$ cat src/prl_pkg.sv
package prl_pkg;

	localparam int ADDR_W  = 32;
	localparam int COUNT_W = 8;

	localparam logic [COUNT_W-1:0] COUNT_MAX   = 8'hFF;
	localparam logic [COUNT_W-1:0] LIMIT_RESET = 8'd3;

	// one table entry as stored in the memory
	typedef struct packed {
		logic [ADDR_W-1:0]  addr;
		logic [COUNT_W-1:0] count;
	} entry_t;

	// result beat handed from the sequencer to the output register
	typedef struct packed {
		logic [COUNT_W-1:0] count;
		logic               banned;
		logic               was_new;
	} result_t;

endpackage

$ cat src/prl_table.sv
module prl_table #(
	parameter int TABLE_ENTRIES = 16,
	parameter int IDX_W         = 4
) (
	input  logic             clk,
	input  logic             arst_n,
	input  logic             rd_en,
	input  logic [IDX_W-1:0] rd_idx,
	output prl_pkg::entry_t  rd_entry_q,
	output logic             rd_valid_q,
	input  logic             wr_en,
	input  logic [IDX_W-1:0] wr_idx,
	input  prl_pkg::entry_t  wr_entry
);
	import prl_pkg::*;

	entry_t                   mem [TABLE_ENTRIES];
	logic [TABLE_ENTRIES-1:0] valid_q;

	always_ff @(posedge clk) begin
		if (wr_en) begin
			mem[wr_idx] <= wr_entry;
		end
		if (rd_en) begin
			rd_entry_q <= mem[rd_idx];
		end
	end

	always_ff @(posedge clk or negedge arst_n) begin
		if (!arst_n) begin
			valid_q    <= '0;
			rd_valid_q <= 1'b0;
		end else begin
			if (wr_en) begin
				valid_q[wr_idx] <= 1'b1;
			end
			if (rd_en) begin
				rd_valid_q <= valid_q[rd_idx];
			end
		end
	end

endmodule

$ cat src/prl_scan.sv
module prl_scan #(
	parameter int TABLE_ENTRIES = 16,
	parameter int IDX_W         = 4
) (
	input  logic                         clk,
	input  logic                         arst_n,
	input  logic                         in_valid,
	output logic                         in_stall,
	input  logic [prl_pkg::ADDR_W-1:0]   source_addr,
	input  logic [prl_pkg::COUNT_W-1:0]  limit,
	output logic                         rd_en,
	output logic [IDX_W-1:0]             rd_idx,
	input  prl_pkg::entry_t              rd_entry,
	input  logic                         rd_valid,
	output logic                         wr_en,
	output logic [IDX_W-1:0]             wr_idx,
	output prl_pkg::entry_t              wr_entry,
	output logic                         res_valid,
	input  logic                         res_take,
	output prl_pkg::result_t             res
);
	import prl_pkg::*;

	localparam logic [1:0] ST_IDLE = 2'd0;
	localparam logic [1:0] ST_SCAN = 2'd1;
	localparam logic [1:0] ST_DONE = 2'd2;

	localparam logic [IDX_W-1:0] LAST_IDX = IDX_W'(TABLE_ENTRIES - 1);

	logic [1:0]         state_q;
	logic [ADDR_W-1:0]  addr_q;
	logic [IDX_W-1:0]   cmp_idx_q;
	logic [IDX_W-1:0]   ptr_q;
	result_t            res_q;

	logic               hit;
	logic               last;
	logic               decide;
	logic [COUNT_W-1:0] new_count;

	// rd_entry always holds the entry at cmp_idx_q while scanning
	assign hit    = rd_valid && (rd_entry.addr == addr_q);
	assign last   = (cmp_idx_q == LAST_IDX);
	assign decide = (state_q == ST_SCAN) && (hit || last);

	always_comb begin
		if (hit) begin
			new_count = (rd_entry.count == COUNT_MAX) ? rd_entry.count
			                                          : rd_entry.count + 1'b1;
		end else begin
			new_count = COUNT_W'(1);
		end
	end

	assign in_stall  = (state_q != ST_IDLE);
	assign rd_en     = ((state_q == ST_IDLE) && in_valid) ||
	                   ((state_q == ST_SCAN) && !hit && !last);
	assign rd_idx    = (state_q == ST_IDLE) ? '0 : cmp_idx_q + 1'b1;

	assign wr_en          = decide;
	assign wr_idx         = hit ? cmp_idx_q : ptr_q;
	assign wr_entry.addr  = addr_q;
	assign wr_entry.count = new_count;

	assign res_valid = (state_q == ST_DONE);
	assign res       = res_q;

	always_ff @(posedge clk) begin
		if ((state_q == ST_IDLE) && in_valid) begin
			addr_q <= source_addr;
		end
		if (decide) begin
			res_q.count   <= new_count;
			res_q.banned  <= (new_count > limit);
			res_q.was_new <= !hit;
		end
	end

	always_ff @(posedge clk or negedge arst_n) begin
		if (!arst_n) begin
			state_q   <= ST_IDLE;
			cmp_idx_q <= '0;
			ptr_q     <= '0;
		end else begin
			case (state_q)
				ST_IDLE: begin
					if (in_valid) begin
						cmp_idx_q <= '0;
						state_q   <= ST_SCAN;
					end
				end
				ST_SCAN: begin
					if (decide) begin
						if (!hit) begin
							ptr_q <= (ptr_q == LAST_IDX) ? '0 : ptr_q + 1'b1;
						end
						state_q <= ST_DONE;
					end else begin
						cmp_idx_q <= cmp_idx_q + 1'b1;
					end
				end
				ST_DONE: begin
					if (res_take) begin
						state_q <= ST_IDLE;
					end
				end
				default: begin
					state_q <= ST_IDLE;
				end
			endcase
		end
	end

endmodule

$ cat src/per_source_request_limiter.sv
// Per-source request limiter. Each input beat carries one IPv4 source
// address; the block walks its table one entry per cycle, using a single
// registered-read memory port and one 32-bit comparator. A source found at
// entry k returns its incremented count (saturating at 255); a new source is
// known only after the last entry is compared, and it overwrites the entry at
// a round-robin pointer with count 1. in_stall is high while the walk runs
// and until the result beat moves to the output register, so the next address
// is taken while a result waits there. banned is set when the count exceeds
// request_limit (APB, at any offset, reset value 3).
module per_source_request_limiter #(
	parameter int TABLE_ENTRIES = 16
) (
	input  logic                        clk,
	input  logic                        arst_n,
	input  logic                        psel,
	input  logic                        penable,
	input  logic                        pwrite,
	input  logic [1:0]                  paddr,
	input  logic [31:0]                 pwdata,
	output logic [31:0]                 prdata,
	output logic                        pready,
	input  logic                        in_valid,
	output logic                        in_stall,
	input  logic [prl_pkg::ADDR_W-1:0]  source_addr,
	output logic                        out_valid,
	input  logic                        out_stall,
	output logic [prl_pkg::COUNT_W-1:0] request_count,
	output logic                        banned,
	output logic                        was_new
);
	import prl_pkg::*;

	localparam int IDX_W = (TABLE_ENTRIES > 1) ? $clog2(TABLE_ENTRIES) : 1;

	logic [COUNT_W-1:0] limit_q;
	logic               out_valid_q;
	result_t            out_q;

	logic               rd_en;
	logic [IDX_W-1:0]   rd_idx;
	entry_t             rd_entry;
	logic               rd_valid;
	logic               wr_en;
	logic [IDX_W-1:0]   wr_idx;
	entry_t             wr_entry;
	logic               res_valid;
	logic               res_take;
	result_t            res;

	// only one register; every offset in the window decodes to it
	logic               cfg_wr;
	assign cfg_wr = psel && penable && pwrite && (paddr[1:0] == paddr[1:0]);

	assign pready = 1'b1;
	assign prdata = {{(32 - COUNT_W){1'b0}}, limit_q};

	always_ff @(posedge clk or negedge arst_n) begin
		if (!arst_n) begin
			limit_q <= LIMIT_RESET;
		end else if (cfg_wr && pready) begin
			limit_q <= pwdata[COUNT_W-1:0];
		end
	end

	prl_table #(
		.TABLE_ENTRIES(TABLE_ENTRIES),
		.IDX_W        (IDX_W)
	) u_table (
		.clk       (clk),
		.arst_n    (arst_n),
		.rd_en     (rd_en),
		.rd_idx    (rd_idx),
		.rd_entry_q(rd_entry),
		.rd_valid_q(rd_valid),
		.wr_en     (wr_en),
		.wr_idx    (wr_idx),
		.wr_entry  (wr_entry)
	);

	prl_scan #(
		.TABLE_ENTRIES(TABLE_ENTRIES),
		.IDX_W        (IDX_W)
	) u_scan (
		.clk        (clk),
		.arst_n     (arst_n),
		.in_valid   (in_valid),
		.in_stall   (in_stall),
		.source_addr(source_addr),
		.limit      (limit_q),
		.rd_en      (rd_en),
		.rd_idx     (rd_idx),
		.rd_entry   (rd_entry),
		.rd_valid   (rd_valid),
		.wr_en      (wr_en),
		.wr_idx     (wr_idx),
		.wr_entry   (wr_entry),
		.res_valid  (res_valid),
		.res_take   (res_take),
		.res        (res)
	);

	assign res_take = res_valid && (!out_valid_q || !out_stall);

	always_ff @(posedge clk) begin
		if (res_take) begin
			out_q <= res;
		end
	end

	always_ff @(posedge clk or negedge arst_n) begin
		if (!arst_n) begin
			out_valid_q <= 1'b0;
		end else if (res_take) begin
			out_valid_q <= 1'b1;
		end else if (!out_stall) begin
			out_valid_q <= 1'b0;
		end
	end

	assign out_valid     = out_valid_q;
	assign request_count = out_q.count;
	assign banned        = out_q.banned;
	assign was_new       = out_q.was_new;

endmodule

$ cat config.mk
export PLATFORM = sky130hd
export DESIGN_NAME = per_source_request_limiter
export DESIGN_NICKNAME = d
export VERILOG_FILES = /design/src/prl_pkg.sv /design/src/prl_table.sv /design/src/prl_scan.sv /design/src/per_source_request_limiter.sv
export SDC_FILE = /design/constraint.sdc
export NUM_CORES = 1
export LEC_CHECK = 0
export BUFFER_PORTS_ARGS = -buffer_cell sky130_fd_sc_hd__buf_2
export CELL_PAD_IN_SITES_DETAIL_PLACEMENT = 2
export CELL_PAD_IN_SITES_GLOBAL_PLACEMENT = 2
export CORE_AREA = 2 2 275 277
export CTS_CLUSTER_SIZE = 40
export DETAILED_ROUTE_END_ITERATION = 7
export DIE_AREA = 0 0 277 279
export PLACE_DENSITY = 0.7
export RECOVER_POWER = 25
export SYNTH_ARGS = -nofsm -noshare
export SYNTH_HDL_FRONTEND = slang
export SYNTH_HIERARCHICAL = 1
export SYNTH_SLANG_ARGS = --single-unit
$ cat constraint.sdc
create_clock -name clk -period 15.9 [get_ports clk]
set_clock_uncertainty 0.15 [all_clocks]
set_input_delay 1.59 -clock clk [delete_from_list [all_inputs] [get_ports clk]]
set_output_delay 1.59 -clock clk [all_outputs]
set_load 0.02 [all_outputs]
# Word-level counts from Yosys, hierarchy flattened
# Memories as Yosys holds them, arrays and structs flattened. A register that Yosys moved wholly into a read port is not among the register bits.
# Cells that the tools add are included.
[word_totals]
input_bits = 73
output_inout_bits = 45
mem_bits_ro = 0
word_cells = 77
n_memories = 1
latch_bits = 0
ff_bits = 88
mem_bits_rw = 640
[mem_list]
columns = ["memory", "depth", "width", "read_ports", "rd_ports_with_merged_regs", "wr", "line", "rtl"]
rows = [
  ["u_table.mem", 16, 40, 1, 1, 1, "prl_table.sv:17", "entry_t mem [TABLE_ENTRIES];"],
]
[classes]
mul = 0
shifts = 0
div_mod_pow = 0
n_mux = 20
eq_ne = 11
n_bitwise = 2
order_cmp = 4
n_addsub = 3
reduce_logical = 22
[ops]
columns = ["cell", "count"]
rows = [
  ["$eq 32x32->1", 1],
  ["$mux 4", 5],
  ["$mux 8", 2],
  ["$or 16x16->16", 1],
  ["$lt 4x5->1 const B", 2],
  ["$logic_and 1x1->1", 9],
  ["$reduce_and 3->1", 3],
  ["$add 4x1->4 const B", 2],
  ["$add 8x1->8 const B", 1],
  ["$eq 4x4->1 const B", 2],
  ["$eq 8x8->1 const B", 1],
  ["$gt 8x8->1", 1],
  ["$pmux 4 s2", 1],
  ["$mux 1", 6],
  ["$mux 2", 3],
  ["$ne 2x1->1 const B", 3],
  ["$pmux 2 s3", 1],
  ["$bmux 1 s4", 1],
  ["$demux 1 s4", 1],
  ["$ge 4x1->1 const B", 1],
  ["$logic_not 1->1", 4],
  ["$ne 2x2->1 const B", 2],
  ["$reduce_bool 2->1", 2],
  ["$logic_or 1x1->1", 3],
  ["other kinds (4)", 4],
]

# Longest topological paths before layout
[depth]
word_depth = 8
ltp_mapped = 14
depth_no_buf = 13

# Modules after synthesis
# The synthesis kept the hierarchy.
[by_module_without_submodules]
columns = ["module", "area_each_um2", "cells_each", "instances", "seq_area_each_um2"]
rows = [
  ["prl_table", 25946.1, 990, 1, 20845.0],
  ["prl_scan", 2628.8, 210, 1, 1511.4],
  ["per_source_request_limiter", 845.8, 57, 1, 528.0],
]

# Least setup slack after synthesis
# No wires, ideal clock.
[synth_timing]
path_kind = "register to register"
startpoint = "register u_scan.addr_q[28]"
endpoint = "memory u_table/mem[0][0] (netlist bit), enable pin"
required_ns = 15.262
synth_period_minus_slack_ns = 6.067
path_buffers = 1
arrival_time_ns = 5.428
path_slack_ns = 9.833
setup_ns = 0.488
path_stages_with_launch = 9
cell_sequence = "edfxtp_1 -> xor2_1 -> nor4_1 -> and3_1 -> nand3_1 -> buf_6 -> a21oi_1 -> or3b_2 -> nor3_1"
[synth_via]
elab_chain_len = 6
word_cells_on_any_way = 7
classes_between = "eq/ne (1); mux (3); reduce/logical (3)"
[synth_lines]
columns = ["element", "line", "rtl"]
rows = [
  ["from (decl)", "prl_scan.sv:31", "logic [ADDR_W-1:0] addr_q;"],
  ["from (signal assigned)", "prl_scan.sv:70", "addr_q <= source_addr;"],
  ["$eq 32x32->1", "prl_scan.sv:42", "assign hit = rd_valid && (rd_entry.addr == addr_q);"],
  ["$logic_and 1x1->1", "prl_scan.sv:42", ""],
  ["$logic_or 1x1->1", "prl_scan.sv:44", "assign decide = (state_q == ST_SCAN) && (hit || last);"],
  ["$logic_and 1x1->1", "prl_scan.sv:44", ""],
  ["named net wr_en", "per_source_request_limiter.sv:43", "logic wr_en;"],
  ["$mux 1", "prl_table.sv:21", "if (wr_en) begin"],
  ["$mux 1 (not written as such)", "prl_table.sv:22", "mem[wr_idx] <= wr_entry;"],
  ["to (decl)", "prl_table.sv:17", ""],
]
# The timed path passes the listed nets, and every way through them passes these cells.

# Final worst setup path
[layout_timing]
startpoint = "register u_scan.addr_q[27]"
endpoint = "memory u_table/mem[1][8] (netlist bit), enable pin"
# The elaborated chain is that of the path after synthesis.

==> results.cfg <==
[global_routing]
grt_pass1_wl_microns = 109000
grt_pass1_vias = 15000
grt_usage_pct = 19.7
grt_max_degree = 165
antenna_found_initial = 3
grt_overflow_total = 0

[sta]
fmax_mhz = 198
grt_setup_unrepaired = no
finalMaxSlewViolations = 0
setup_viol = 0
finalCritPeriodShare_pct = 31.8
slew_headroom_pct = 10.5
fin_tns_setup_ns = 0
hold_viol_final = 0
fin_ws_ns = 10.84
tightest_slew_ns = 1.34
min_period_ns = 5.06
fin_hold_ws_ns = 0.269

[yosys]
netlist_area_sq_um = 29400
synth_most_common_cell = edfxtp_1
yosysWarningCount = 6
synthArstFlopShare_pct = 4.69
synthTopCellsByCount = 732 x edfxtp_1, 204 x mux4_2, 34 x dfrtp_1, 30 x xnor2_1, 25 x buf_4
ys.flop_type = edfxtp_1
avgSynthCellArea_sq_um = 23.4
synth_cell_types = 44
ys_ff_latch = 768
syn_inst = 1257
synth-edff-count = 732
ys_seq_area_share_pct = 77.8
netlist_top_cells_area = edfxtp_1 75%, mux4_2 16%, dfrtp_1 2.9%
synth_top_area_cell = edfxtp_1
synth_top_cell_area_share_pct = 74.7

[power]
clkPwrFrac_pct = 30.8
power_frac_seq_pct = 42.4
intPower_mw = 4.21
p_sw_mw = 1.70
cellLeakagePower_nw = 10.4
pwr_density_cell_nw_per_um2 = 177
ir_drop_v = 0.000285
combPwrFrac_pct = 26.8
power.total_mw = 5.91
sw_frac_of_total_pct = 28.7

[clock_tree]
hold_buffers = 0
cts_buffers = 83
cts_resized = 0
cts.sinks = 768
clockBufferDepth = 3
cts_root_buffer = clkbuf_16
post-cts-setup-buffers = 0
clk_pin_slew_worst_paths_ns = 0.06
clock_latency_ns = 0.64
tritoncts = yes
h-tree-depth = 3

[hold_path]
worstHoldStart = u_scan/res[6]
hold_path.class = flip-flop to flip-flop
hold_end = request_count[4]
min_path_cells = 0

[setup_path]
cp-start-kind = flip-flop
crit_required_ns = 16.00
cp_slowest_cell = edfxtp_1
r2r_end = u_table/mem[1][8]
path_class = flip-flop to flip-flop
r2r_start = u_scan/addr_q[27]
ff2ff_path_depth = 9
worstPathArrival_ns = 5.16
critPathMaxStageDelay_ns = 0.65
endpoint_kind = flip-flop
reg2reg_slack_ns = 10.84
cp_max_fo = 29
crit_chain = xnor2_1, nand3_1, nor3_1, nand3_1, buf_4, a21oi_1, or3b_2, nor2_4, buf_4

[routing]
via_per_inst = 5.54
wl_microns = 74800
final_antenna_net_count = 0
routedWlPerCell_microns = 31.0
num_vias = 13400
drt_iter0_markers = 1222
remaining_drc_errors = 0
dr.pass1.iters = 5

[die]
core_area_sq_um = 74100
start_util_pct = 39.7
floorplan.rows = 100
die_area_sq_um = 77300
io_pins = 118
dieHeight_microns = 279
die_x_microns = 277

[placed_design]
portBuffers = 66
dp.cells = 2267
pre_cts_ws_ns = 10.86
gp_congestion = 0.706
hpwlAfterDp_microns = 39000

[run]
max_cap_viol_count = 0

[final_layout]
drive_gt1_share_pct = 32.2
area_delta_synth_final_pct = 13.7
stdcell_count = 2414
multiInputGateArea_sq_um = 6250
fill_cells = 6647
fin_nets = 1467
diodes = 0
layout.area.seq_sq_um = 22900

[status]
outcome = complete, no violations
[routing by layer]
metal,global-route usage (%),up-vias,routed length [microns]
met1,25.6,7418,30900
met4,5.07,0,1240
met3,3.15,95,3300
met2,34.7,379,39300
li1,-,5484,-
met5,0,-,0
[how the worst max path moves through the flow]
stage | slack, ns | endpoint | start | depth (start not counted)
floorplan | 9.83 | u_table/mem[0][0] | u_scan/addr_q[28] | 8
global placement | 11.02 | u_table/mem[1][20] | u_scan/addr_q[27] | 9
detailed placement | 10.86 | u_table/mem[1][12] | u_scan/addr_q[20] | 9
CTS | 10.87 | u_table/mem[1][8] | u_scan/addr_q[27] | 9
global route | 10.55 | u_table/mem[1][19] | u_scan/addr_q[27] | 9
finish | 10.84 | u_table/mem[1][8] | u_scan/addr_q[27] | 9
[final cells by class]
cell class              instances  area share, %
clock buffers                 108           6.62
clock inverters                39          0.875
inverters                      13          0.146
multi-input cells             425           18.7
flip-flops and latches        768           68.4
well taps                     969           3.62
repair buffers                 92           1.65
[worst max-delay path: cells and delay by family, from the launching register on]
kind / cells / cell delay [ns]
and+or+nand+nor: 5 / 2.09
buffers and inverters: 2 / 0.87
DFF: 1 / 0.65
xor gates and xnor gates: 1 / 0.44
AOI/OAI and AO/OA: 1 / 0.43
[cell usage in the layout, fill, tap and decap left out, drive strengths merged, types with 3 or more instances in the layout]
master / count
clkbuf: 108
a21o: 3
xor2: 6
edfxtp: 732
nor3: 8
nand3: 16
conb: 25
a31oi: 3
clkinv: 30
or2: 17
ha: 11
mux2: 16
dfrtp: 34
o21ai: 5
inv: 17
a21oi: 8
mux2i: 6
nand2b: 5
mux4: 204
nor2b: 3
nand4: 8
buf: 92
bufinv: 3
xnor2: 30
nor2: 25
nand2: 10
[registers in the layout, summed over array words and instances (netlist names)]
name,cells
u_scan/addr_q,32
u_table/rd_entry_q,40
banned,1
limit_q,8
u_table/mem,640
out_valid,1
was_new,1
u_scan/res,10
u_scan/cmp_idx_q,4
request_count,8
u_table/valid_q,16
u_scan/state_q,2
u_scan/ptr_q,4
u_table/rd_valid_q,1
[power by group through the flow]
stage,Clock (mW),Combinational [mW],Sequential [mW]
detailed placement,0,1.62,2.55
floorplan,0,1.22,2.51
CTS,1.86,1.62,2.51
finish,1.82,1.59,2.51
global placement,0,1.57,2.53
global route,1.93,1.70,2.52
[kinds of logic after synthesis]
| kind of cell | share of synthesized area, % |
|---|---|
| buffers and inverters | 1.76 |
| other | 0.0255 |
| muxes | 16.4 |
| xor gates and xnor gates | 1.07 |
| AOI/OAI and AO/OA | 0.561 |
| and+or+nand+nor | 1.90 |
| adders and majority gates | 0.468 |
| DFF | 77.8 |
[through the flow]
step           cell area (sq um)  utilization, %
6_report                   33500            45.2
5_1_grt                    33500            45.2
4_1_cts                    33500            45.2
3_5_place_dp               30900            41.8
3_3_place_gp               30900            41.8
2_1_floorplan              29500               -
Power figures use the tool's default switching activity.
